===== config.mk =====
export PLATFORM = sky130hd
export DESIGN_NAME = pmsn_lane
export DESIGN_NICKNAME = d
export VERILOG_FILES = /design/src/hdl/pmsn_pkg.sv /design/src/hdl/pmsn_lane.sv
export SDC_FILE = /design/constraint.sdc
export NUM_CORES = 1
export LEC_CHECK = 0
export BUFFER_PORTS_ARGS = -buffer_cell sky130_fd_sc_hd__buf_2
export CAP_MARGIN = 5
export CORE_AREA = 8 8 188 190
export DETAILED_ROUTE_END_ITERATION = 8
export DIE_AREA = 0 0 196 198
export PLACE_DENSITY = 0.63
export SYNTH_ARGS = -nofsm -noshare
export SYNTH_HDL_FRONTEND = slang
export SYNTH_SLANG_ARGS = --single-unit

===== constraint.sdc =====
create_clock -name clk -period 21.2 [get_ports clk]
set_input_delay 1.06 -clock clk [delete_from_list [all_inputs] [get_ports clk]]
set_output_delay 1.06 -clock clk [all_outputs]
set_load 0.02 [all_outputs]

===== src/hdl/pmsn_pkg.sv =====
// Shared types and constants for the pixel mean/std normalizer.
package pmsn_pkg;

  localparam int DEF_MAX_PIXELS = 1048576;

  localparam logic [15:0] SCALE_ONE = 16'd4096;
  localparam logic [15:0] SCALE_MAX = 16'hFFFF;

  localparam logic [1:0] MODE_CFG   = 2'd0;
  localparam logic [1:0] MODE_ACCUM = 2'd1;
  localparam logic [1:0] MODE_IMAGE = 2'd2;

  localparam logic [2:0] CFG_FORMAT      = 3'd0;
  localparam logic [2:0] CFG_MEAN_RED    = 3'd1;
  localparam logic [2:0] CFG_MEAN_GREEN  = 3'd2;
  localparam logic [2:0] CFG_MEAN_BLUE   = 3'd3;
  localparam logic [2:0] CFG_SCALE_RED   = 3'd4;
  localparam logic [2:0] CFG_SCALE_GREEN = 3'd5;
  localparam logic [2:0] CFG_SCALE_BLUE  = 3'd6;

  typedef struct packed {
    logic [15:0] mean;
    logic [15:0] scale;
    logic        flat;
  } img_stats_t;

  typedef enum logic [2:0] {
    ST_IDLE,
    ST_LOAD,
    ST_MUL_QN,
    ST_MUL_SS,
    ST_SQRT,
    ST_DIV_MEAN,
    ST_DIV_SCALE
  } stats_state_t;

endpackage


===== src/hdl/pmsn_lane.sv =====
// One channel lane: subtract mean, multiply by scale, round and saturate.
module pmsn_lane (
  input  logic        clk,
  input  logic        load_prod,
  input  logic        load_out,
  input  logic [7:0]  pix_byte,
  input  logic [15:0] mean,
  input  logic [15:0] scale,
  output logic [23:0] result
);
  import pmsn_pkg::*;

  logic signed [16:0] diff;
  logic signed [33:0] prod_next;
  logic signed [33:0] prod;
  logic signed [34:0] rounded;
  logic signed [34:0] quot;
  logic [23:0]        sat_next;

  assign diff      = $signed({1'b0, pix_byte, 8'd0}) - $signed({1'b0, mean});
  assign prod_next = diff * $signed({1'b0, scale});

  always_comb begin
    rounded = $signed({prod[33], prod}) + 35'sd2048;
    quot    = rounded >>> 12;
    if (quot > 35'sd8388607) begin
      sat_next = 24'h7FFFFF;
    end else if (quot < -35'sd8388608) begin
      sat_next = 24'h800000;
    end else begin
      sat_next = quot[23:0];
    end
  end

  always_ff @(posedge clk) begin
    if (load_prod) begin
      prod <= prod_next;
    end
    if (load_out) begin
      result <= sat_next;
    end
  end

endmodule


==> out/results.ini <==
[outcome]
status=completed

[clock_network]
cts_max_path_buffers=2
cts_root_buffer=clkbuf_16
cts_resized=0
cts_tree=yes
numCtsBuffers=5
hold_buffers=0
cts_setup_buffers=0
clkTransAtPathRegs_ns=0.07
clk_latency_ns=0.29
clock_sinks=47
cts.htree.levels=2

[sta]
hold_violations=0
relSlewSlack_pct=28.33
post-route-period-util_pct=39.67
tightest_slew_ns=1.070
hold_slack_ns=0.5738
period_minus_slack_ns=8.410
setup_viol_count_final=0
slew_violations=0
skew_ns=0.005529
rsz0062_at_grt=false
fmax_mhz=118.9
setup_tns_ns=0

[setup_path]
crit_start=mean[8]
crit_fanout=16
end_kind=flip-flop
crit_arrival_ns=8.56
critPathMaxStageDelay_ns=0.60
reg2reg_depth=6
r2r_slack_ns=19.18
crit_path_start_kind=primary input
crit_path_frequent_cell=fa_1
critPathKind=primary input to flip-flop
path_buf_inv=5
critPathRequiredTime_ns=21.35
r2r_end=result[22]
path_delay_family=adder cells
r2r_start=prod[20]
endpoint=prod[28]
slowest_stage=xor2_2
path_depth=27

[global_routing]
grt_max_degree=25
grt_pass1_wl_mm=50.63
track_usage_pct=16.28
antenna_found_initial=0
grt_overflow=0
grt_pass1_vias=9922

[yosys]
avgSynthCellArea_um2=9.506
synth_edf_count=47
synth-seq-cells=47
synthesis.nets=1756
synth_top_area_share_pct=42.40
ys.flop_type=edfxtp_1
yosys_warnings=0
synth_top_area_cell=fa_1
ys_types=58
ys_seq_area_share_pct=11.03
synth_cells=1346
syn_area_mm2=0.01279
synth_area_leaders=fa_1, edfxtp_1, inv_1
async_flop_share_pct=0

[cells_and_area]
area_growth_pct=7.295
fillers=3195
diodes=0
fin_nets=1795
stdcell_area_mm2=0.01373
final_layout_size_suffix_gt1_share_pct=7.648
final_cell_mix=inv_1, fa_1, nand2_1
multiInputGateArea_mm2=0.009962
final_common_cell=inv_1
regArea_mm2=0.001411

[place]
io_buffers=66
postPlaceCellArea_mm2=0.01358
place_hpwl_mm=23.68
place_congestion=0.8205

[run]
maxCapViolCount=0

[drt]
drc=0
drtPass1Iterations=5
viasPerCell=4.978
drt_iter0_drc=449
wire_per_inst_um=16.56
routed_wl_mm=29.70
detail-route-antenna-nets=0
vias=8931

[die]
die_x_um=196
ios=67
die_area_mm2=0.03881
die_h_um=198
initial_core_util_pct=39.73
rows=66
fp.coreArea_mm2=0.03221

[min_path]
hold_class=flip-flop to flip-flop

final cells by class:
class	instances	area share, %
Multi-Input combinational cell	907	72.57
Tap cell	408	3.719
Sequential cell	47	10.28
Clock buffer	5	0.9114
Timing Repair Buffer	73	2.789
Clock inverter	3	0.1367
Inverter	351	9.597
layer usage:
| layer | routed length (um) | up-vias | part of all wire [%] | global-route usage (%) |
|---|---|---|---|---|
| met5 | 0 | - | 0 | 0 |
| met4 | 544 | 0 | 1.8 | 3.397 |
| met3 | 1457 | 35 | 4.9 | 2.088 |
| met2 | 15630 | 214 | 53 | 30.23 |
| met1 | 12080 | 4595 | 41 | 19.96 |
| li1 | - | 4087 | - | - |
registers in the layout, summed over array words and instances, names as in the netlist:
name	flops
prod	23
result	24
synth_stat cells, types with 9 or more instances:
| cell type | n |
|---|---|
| fa_1 | 271 |
| xor2_1 | 22 |
| nor2_1 | 15 |
| o21ai_0 | 14 |
| and3_1 | 9 |
| a21oi_1 | 20 |
| edfxtp_1 | 47 |
| inv_1 | 351 |
| ha_1 | 96 |
| a21o_1 | 16 |
| and2_1 | 142 |
| nand3_1 | 9 |
| nand2_1 | 160 |
| xnor2_1 | 47 |
| clkbuf_1 | 33 |
how the worst min path moves through the flow:
| stage | startpoint | endpoint | slack (ns) | cells past startpoint |
|---|---|---|---|---|
| 4_1_cts | prod[30] | result[18] | 0.58 | 1 |
| 3_5_place_dp | prod[30] | result[18] | 0.56 | 1 |
| 2_1_floorplan | prod[30] | result[18] | 0.54 | 1 |
| 3_3_place_gp | prod[30] | result[18] | 0.57 | 1 |
| 5_1_grt | prod[30] | result[18] | 0.61 | 1 |
| 6_report | prod[30] | result[18] | 0.57 | 1 |
metrics by stage:
stage	setup WS [ns]	utilization, %	std cells
after floorplan	13.32	-	1346
final	12.79	42.63	1794
after CTS	12.77	42.63	1794
after global placement	12.51	42.18	1786
after detailed placement	12.50	42.18	1786
after global routing	12.25	42.63	1794
cell families (layout without fill, tap and decap cells):
family / Yosys count / count (layout) / share of synthesized area, %
AO/OA/AOI/OAI: 100 / 100 / 5.682
XOR/XNOR: 71 / 71 / 4.978
adder cells (fa/ha/maj): 370 / 370 / 52.02
buffers and inverters: 392 / 432 / 11.58
flip-flops: 47 / 47 / 11.03
AND/OR/NAND/NOR: 366 / 366 / 14.71
Power is left out: the tool's default activity adds up to more than one toggle a clock period on the data nets, which glitch-free logic cannot reach.
