`src/hdl/pmsn_pkg.sv`:
```
// Shared types and constants for the pixel mean/std normalizer.
package pmsn_pkg;

  localparam int DEF_MAX_PIXELS = 1048576;

  localparam logic [15:0] SCALE_ONE = 16'd4096;
  localparam logic [15:0] SCALE_MAX = 16'hFFFF;

  localparam logic [1:0] MODE_CFG   = 2'd0;
  localparam logic [1:0] MODE_ACCUM = 2'd1;
  localparam logic [1:0] MODE_IMAGE = 2'd2;

  localparam logic [2:0] CFG_FORMAT      = 3'd0;
  localparam logic [2:0] CFG_MEAN_RED    = 3'd1;
  localparam logic [2:0] CFG_MEAN_GREEN  = 3'd2;
  localparam logic [2:0] CFG_MEAN_BLUE   = 3'd3;
  localparam logic [2:0] CFG_SCALE_RED   = 3'd4;
  localparam logic [2:0] CFG_SCALE_GREEN = 3'd5;
  localparam logic [2:0] CFG_SCALE_BLUE  = 3'd6;

  typedef struct packed {
    logic [15:0] mean;
    logic [15:0] scale;
    logic        flat;
  } img_stats_t;

  typedef enum logic [2:0] {
    ST_IDLE,
    ST_LOAD,
    ST_MUL_QN,
    ST_MUL_SS,
    ST_SQRT,
    ST_DIV_MEAN,
    ST_DIV_SCALE
  } stats_state_t;

endpackage

```
`src/hdl/pmsn_stats.sv`:
```
// Frame statistics: accumulate sums, then serial multiply, square root and divide.
module pmsn_stats #(
  parameter int MAX_PIXELS = pmsn_pkg::DEF_MAX_PIXELS
) (
  input  logic                clk,
  input  logic                rst,
  input  logic                acc_en,
  input  logic                last,
  input  logic [23:0]         pix_bytes,
  output logic                busy,
  output pmsn_pkg::img_stats_t stats
);
  import pmsn_pkg::*;

  localparam int CNT_W    = $clog2(MAX_PIXELS + 1);
  localparam int N_W      = CNT_W + 2;
  localparam int SUM_W    = CNT_W + 10;
  localparam int SQ_W     = CNT_W + 18;
  localparam int D_W      = SQ_W + N_W;
  localparam int R_W      = (D_W + 1) / 2;
  localparam int DIV_W    = SUM_W + 8;
  localparam int SQ_STEPS = (D_W + 1) / 2;
  localparam int STEP_W   = $clog2(DIV_W + 1);

  stats_state_t state, state_next;

  logic [CNT_W-1:0]  count;
  logic [SUM_W-1:0]  byte_sum;
  logic [SQ_W-1:0]   square_sum;
  logic [N_W-1:0]    n;
  logic [D_W-1:0]    mul_a, acc, qn;
  logic [SUM_W-1:0]  mul_b;
  logic [D_W-1:0]    sq_x, sq_res, sq_bit;
  logic [R_W-1:0]    root;
  logic [DIV_W-1:0]  num;
  logic [R_W-1:0]    rem, den;
  logic [STEP_W-1:0] step;
  logic              skip_scale;

  logic [9:0]        add_sum;
  logic [17:0]       add_sq;
  logic [N_W-1:0]    n_calc;
  logic [D_W-1:0]    acc_new, d_val, sq_t, sq_x_new, sq_res_new;
  logic              sq_ge, div_ge, last_step;
  logic [R_W:0]      rem_sh;
  logic [R_W-1:0]    rem_new;
  logic [DIV_W-1:0]  num_new;

  always_comb begin
    add_sum = 10'(pix_bytes[7:0]) + 10'(pix_bytes[15:8]) + 10'(pix_bytes[23:16]);
    add_sq  = 18'(pix_bytes[7:0] * pix_bytes[7:0]) + 18'(pix_bytes[15:8] * pix_bytes[15:8])
            + 18'(pix_bytes[23:16] * pix_bytes[23:16]);
    n_calc  = N_W'({count, 1'b0}) + N_W'(count);
    acc_new = acc + (mul_b[0] ? mul_a : '0);
    d_val   = qn - acc_new;
    sq_t    = sq_res + sq_bit;
    sq_ge   = sq_x >= sq_t;
    sq_x_new   = sq_ge ? sq_x - sq_t : sq_x;
    sq_res_new = sq_ge ? (sq_res >> 1) + sq_bit : sq_res >> 1;
    rem_sh  = {rem, num[DIV_W-1]};
    div_ge  = rem_sh >= {1'b0, den};
    rem_new = div_ge ? R_W'(rem_sh - {1'b0, den}) : rem_sh[R_W-1:0];
    num_new = {num[DIV_W-2:0], div_ge};
    last_step = step == STEP_W'(1);
  end

  always_ff @(posedge clk) begin
    if (rst) begin
      state <= ST_IDLE;
    end else begin
      state <= state_next;
    end
  end

  always_comb begin
    state_next = state;
    unique case (state)
      ST_IDLE:      if (acc_en && last) state_next = ST_LOAD;
      ST_LOAD:      state_next = (count == '0) ? ST_IDLE : ST_MUL_QN;
      ST_MUL_QN:    if (last_step) state_next = ST_MUL_SS;
      ST_MUL_SS:    if (last_step) state_next = ST_SQRT;
      ST_SQRT:      if (last_step) state_next = ST_DIV_MEAN;
      ST_DIV_MEAN:  if (last_step) state_next = skip_scale ? ST_IDLE : ST_DIV_SCALE;
      ST_DIV_SCALE: if (last_step) state_next = ST_IDLE;
      default:      state_next = ST_IDLE;
    endcase
  end

  always_ff @(posedge clk) begin
    if (rst) begin
      count      <= '0;
      byte_sum   <= '0;
      square_sum <= '0;
      stats      <= '{mean: 16'd0, scale: SCALE_ONE, flat: 1'b0};
    end else begin
      unique case (state)
        ST_IDLE: begin
          if (acc_en && count < CNT_W'(MAX_PIXELS)) begin
            count      <= count + CNT_W'(1);
            byte_sum   <= byte_sum + SUM_W'(add_sum);
            square_sum <= square_sum + SQ_W'(add_sq);
          end
        end
        ST_LOAD: begin
          if (count == '0) begin
            stats <= '{mean: 16'd0, scale: SCALE_MAX, flat: 1'b1};
          end
          n     <= n_calc;
          mul_a <= D_W'(square_sum);
          mul_b <= SUM_W'(n_calc);
          acc   <= '0;
          step  <= STEP_W'(SUM_W);
        end
        ST_MUL_QN: begin
          acc   <= acc_new;
          mul_a <= mul_a << 1;
          mul_b <= mul_b >> 1;
          step  <= step - STEP_W'(1);
          if (last_step) begin
            qn    <= acc_new;
            mul_a <= D_W'(byte_sum);
            mul_b <= byte_sum;
            acc   <= '0;
            step  <= STEP_W'(SUM_W);
          end
        end
        ST_MUL_SS: begin
          acc   <= acc_new;
          mul_a <= mul_a << 1;
          mul_b <= mul_b >> 1;
          step  <= step - STEP_W'(1);
          if (last_step) begin
            sq_x       <= d_val;
            sq_res     <= '0;
            sq_bit     <= D_W'(1) << (2 * (SQ_STEPS - 1));
            skip_scale <= d_val == '0;
            step       <= STEP_W'(SQ_STEPS);
          end
        end
        ST_SQRT: begin
          sq_x   <= sq_x_new;
          sq_res <= sq_res_new;
          sq_bit <= sq_bit >> 2;
          step   <= step - STEP_W'(1);
          if (last_step) begin
            root <= sq_res_new[R_W-1:0];
            num  <= DIV_W'({byte_sum, 8'd0}) + DIV_W'(n >> 1);
            den  <= R_W'(n);
            rem  <= '0;
            step <= STEP_W'(DIV_W);
          end
        end
        ST_DIV_MEAN: begin
          num  <= num_new;
          rem  <= rem_new;
          step <= step - STEP_W'(1);
          if (last_step) begin
            stats.mean <= num_new[15:0];
            num  <= DIV_W'({n, 12'd0}) + DIV_W'(root >> 1);
            den  <= root;
            rem  <= '0;
            step <= STEP_W'(DIV_W);
            if (skip_scale) begin
              stats.scale <= SCALE_MAX;
              stats.flat  <= 1'b1;
            end
          end
        end
        ST_DIV_SCALE: begin
          num  <= num_new;
          rem  <= rem_new;
          step <= step - STEP_W'(1);
          if (last_step) begin
            stats.scale <= (|num_new[DIV_W-1:16]) ? SCALE_MAX : num_new[15:0];
            stats.flat  <= 1'b0;
          end
        end
        default: ;
      endcase
      if (state != ST_IDLE && state_next == ST_IDLE) begin
        count      <= '0;
        byte_sum   <= '0;
        square_sum <= '0;
      end
    end
  end

  assign busy = state != ST_IDLE;

endmodule

```
`config.mk`:
```
export PLATFORM = sky130hd
export DESIGN_NAME = pmsn_stats
export DESIGN_NICKNAME = d
export VERILOG_FILES = /design/src/hdl/pmsn_pkg.sv /design/src/hdl/pmsn_stats.sv
export SDC_FILE = /design/constraint.sdc
export NUM_CORES = 2
export LEC_CHECK = 0
export BUFFER_PORTS_ARGS = -buffer_cell sky130_fd_sc_hd__buf_2
export CAP_MARGIN = 25
export CORE_ASPECT_RATIO = 0.7
export CORE_MARGIN = 2
export CORE_UTILIZATION = 60
export CTS_CLUSTER_DIAMETER = 80
export DETAILED_ROUTE_END_ITERATION = 12
export PLACE_DENSITY = 0.76
export SLEW_MARGIN = 10
export SYNTH_ARGS = -nofsm -noshare
export SYNTH_HDL_FRONTEND = slang
export SYNTH_SLANG_ARGS = --single-unit
```
`constraint.sdc`:
```
create_clock -name clk -period 17.9 [get_ports clk]
set_clock_uncertainty 0.05 [all_clocks]
set_input_delay 3.58 -clock clk [delete_from_list [all_inputs] [get_ports clk]]
set_output_delay 3.58 -clock clk [all_outputs]
set_load 0.03 [all_outputs]
```
==> flow_metrics.env <==
export IMPL_status="finished clean"
export IMPL_ant_nets=0
export IMPL_power_density_nw_per_um2=103
export IMPL_path_class="in2reg"
export IMPL_grt_use_total_pct=30.9
export IMPL_ctsRootBufferMaster="clkbuf_16"
export IMPL_p_leak_nw=22.9
export IMPL_wl_per_cell_um=20.2
export IMPL_netlist_area_um2=50700
export IMPL_maxCapViolCount=0
export IMPL_diodes=0
export IMPL_setup_viol=0
export IMPL_rsz0062_at_grt="no"
export IMPL_area_growth_syn_to_layout_pct=7.67
export IMPL_seq_area_frac_synth_pct=36.7
export IMPL_ys_top_cells_by_area="edfxtp_1, ha_1, fa_1"
export IMPL_ys_ff_latch=661
export IMPL_met2_length_um=53600
export IMPL_slowest_delay_ps=540
export IMPL_top_layer_used="met4"
export IMPL_grt_pass1_wl_um=210000
export IMPL_worstSkewPairLatency_ps=660
export IMPL_grt_max_degree=156
export IMPL_synth_area_leader_cell="edfxtp_1"
export IMPL_end_kind="flop"
export IMPL_post_cts_resize_count=0
export IMPL_power_mw=5.61
export IMPL_ctsHtreeMaxLevel=3
export IMPL_cp_arrival_ps=10860
export IMPL_async_flop_share_pct=0
export IMPL_pin_count=62
export IMPL_die_w_um=351
export IMPL_synth_cell_types=101
export IMPL_dieArea_um2=86800
export IMPL_worst_setup_path_start_kind="input port"
export IMPL_tritoncts="built"
export IMPL_whs_path_depth=2
export IMPL_netlist_instances=5443
export IMPL_grt_overflow_total=0
export IMPL_power_frac_clock_pct=27.3
export IMPL_hold_violations=0
export IMPL_start_util_pct=60.3
export IMPL_ys_dominant_reg_cell="edfxtp_1"
export IMPL_core_area_um2=84000
export IMPL_critPathRequiredTime_ps=18340
export IMPL_wl_um=134000
export IMPL_fin_ws_ps=7480
export IMPL_seq_area_um2=18600
export IMPL_gp_congestion=0.991
export IMPL_synth_cells_most_frequent="nand2_1, edfxtp_1, inv_1, nor2_1, ha_1"
export IMPL_p_sw_mw=2.02
export IMPL_yosysTopAreaCellShare_pct=31.7
export IMPL_totalNegativeSetupSlack_ps=0
export IMPL_clockBufferDepth=3
export IMPL_power_share_combinational_pct=41.5
export IMPL_dp_hpwl_um=101000
export IMPL_cts_clk_slew_worst_paths_ps=60
export IMPL_fp_dieH_um=247
export IMPL_grt_pass1_vias=37500
export IMPL_post_place_ws_ps=6880
export IMPL_post_cts_repair_setup_buffers=0
export IMPL_drtIter0Drc=4234
export IMPL_drtPass1Iterations=6
export IMPL_multiInputGateArea_um2=29700
export IMPL_port_buffers=61
export IMPL_antenna_found_initial=2
export IMPL_wl_met3_um=14400
export IMPL_fill_cells=6872
export IMPL_cp_slowest_cell="fa_1"
export IMPL_whs_ps=409
export IMPL_vias=40300
export IMPL_yosysMostFrequentCell="nand2_1"
export IMPL_p_seq_share_pct=31.2
export IMPL_cts_made_buffers=69
export IMPL_ir_drop_v=0.000296
export IMPL_nNetsFinal=6061
export IMPL_timing_fmax_mhz=96.0
export IMPL_clock_sinks=661
export IMPL_crit_path_frequent_cell="fa_1"
export IMPL_p_int_mw=3.59
export IMPL_rows=89
export IMPL_cts_hold_buf=0
export IMPL_wl_met1_um=62700
export IMPL_worst_pin_slew_ps=1170
export IMPL_synth_edf_count=534
export IMPL_synth_fp_nets=6073
export IMPL_finalCriticalPeriod_ps=10420
export IMPL_syn_area_per_cell_um2=9.31
export IMPL_drc_errors=0
export IMPL_path_max_fanout=10
export IMPL_switching_share_pct=36.1
export IMPL_worstRegToRegCells=34
export IMPL_ys_warn_count=0
export IMPL_drive_above_1_share_pct=5.85
export IMPL_finalCritPeriodShare_pct=58.2
export IMPL_routed_via_density=6.08
export IMPL_hp_class="reg2reg"
export IMPL_slew_viol_final=0
export IMPL_relSlewSlack_pct=21.6
-- per-stage QoR --
| stage | util (%) | instances | area [µm²] |
|---|---|---|---|
| floorplan | - | 5443 | 50700 |
| global placement | 62.1 | 6494 | 52100 |
| detailed placement | 62.1 | 6494 | 52100 |
| CTS | 64.9 | 6621 | 54500 |
| global route | 65.0 | 6624 | 54500 |
| finish | 65.0 | 6624 | 54500 |
-- placed cells by master (no fill, tap or decap), types with 35 or more instances in the layout --
cell	instances
and2_1	176
nand2_1	544
or3_1	35
nor2_1	478
xor2_1	180
a31oi_1	85
a211oi_1	36
a21oi_1	365
dfxtp_1	126
o21a_1	38
a21o_1	127
buf_2	61
and3_1	104
nor3_1	74
nor2b_1	55
nand4_1	54
inv_1	485
clkbuf_16	75
o21bai_1	69
edfxtp_1	534
nand2b_1	39
xnor2_1	258
fa_1	167
o21ai_0	292
a22oi_1	37
ha_1	435
nand3_1	86
-- power by group through the flow --
stage	registers [mW]	clock network (mW)	logic [mW]
final	1.75	1.53	2.33
after floorplan	1.77	0	1.82
after CTS	1.75	1.54	2.33
after global routing	1.75	1.61	2.67
after detailed placement	1.79	0	2.30
after global placement	1.78	0	2.20
-- per-layer routing --
| metal | up-vias | GRT usage, % |
|---|---|---|
| met5 | - | 0 |
| met4 | 0 | 7.29 |
| met3 | 157 | 7.69 |
| met2 | 1674 | 42.5 |
| met1 | 19300 | 48.0 |
| li1 | 19200 | - |
-- kinds of logic (layout without fill, tap and decap cells) --
family	Yosys count	in the layout	synth area share (%)
multiplexers	35	35	0.699
buffers and inverters	668	712	4.98
XOR/XNOR	439	439	7.62
AO/OA/AOI/OAI	1283	1283	16.1
flip-flops	661	661	36.7
AND/OR/NAND/NOR	1747	1747	16.4
adder cells (fa/ha/maj)	610	610	17.5
-- worst paths after layout --
path	to	start	slack, ps
setup / recovery	square_sum[28]	pix_bytes[3]	7480
hold / removal	square_sum[1]	square_sum[1]	410
setup reg to reg	sq_x[53]	sq_bit[0]	8710
hold reg to reg	square_sum[1]	square_sum[1]	410
-- state kept, by name, indices dropped and copies added, names as in the netlist, 33 cells and up --
register / count
acc: 62
mul_a: 62
num: 39
qn: 62
sq_res: 62
sq_x: 62
square_sum: 39
stats: 33
-- cell type report --
class | instances | area share, %
inverter | 486 | 3.34
tap | 1137 | 2.61
sequential | 661 | 34.1
multi-input combinational | 4114 | 54.4
timing repair buffer | 99 | 1.19
clock buffer | 95 | 3.67
clock inverter | 32 | 0.672
-- critical path: cells and delay by family --
| family | cells | cell delay (ps) |
|---|---|---|
| adders and majority gates | 8 | 3800 |
| buffers and inverters | 5 | 420 |
| xor gates and xnor gates | 1 | 140 |
| and+or+nand+nor | 4 | 680 |
| AOI/OAI and AO/OA | 12 | 2200 |
No activity file was read; power rests on OpenSTA's default activity.
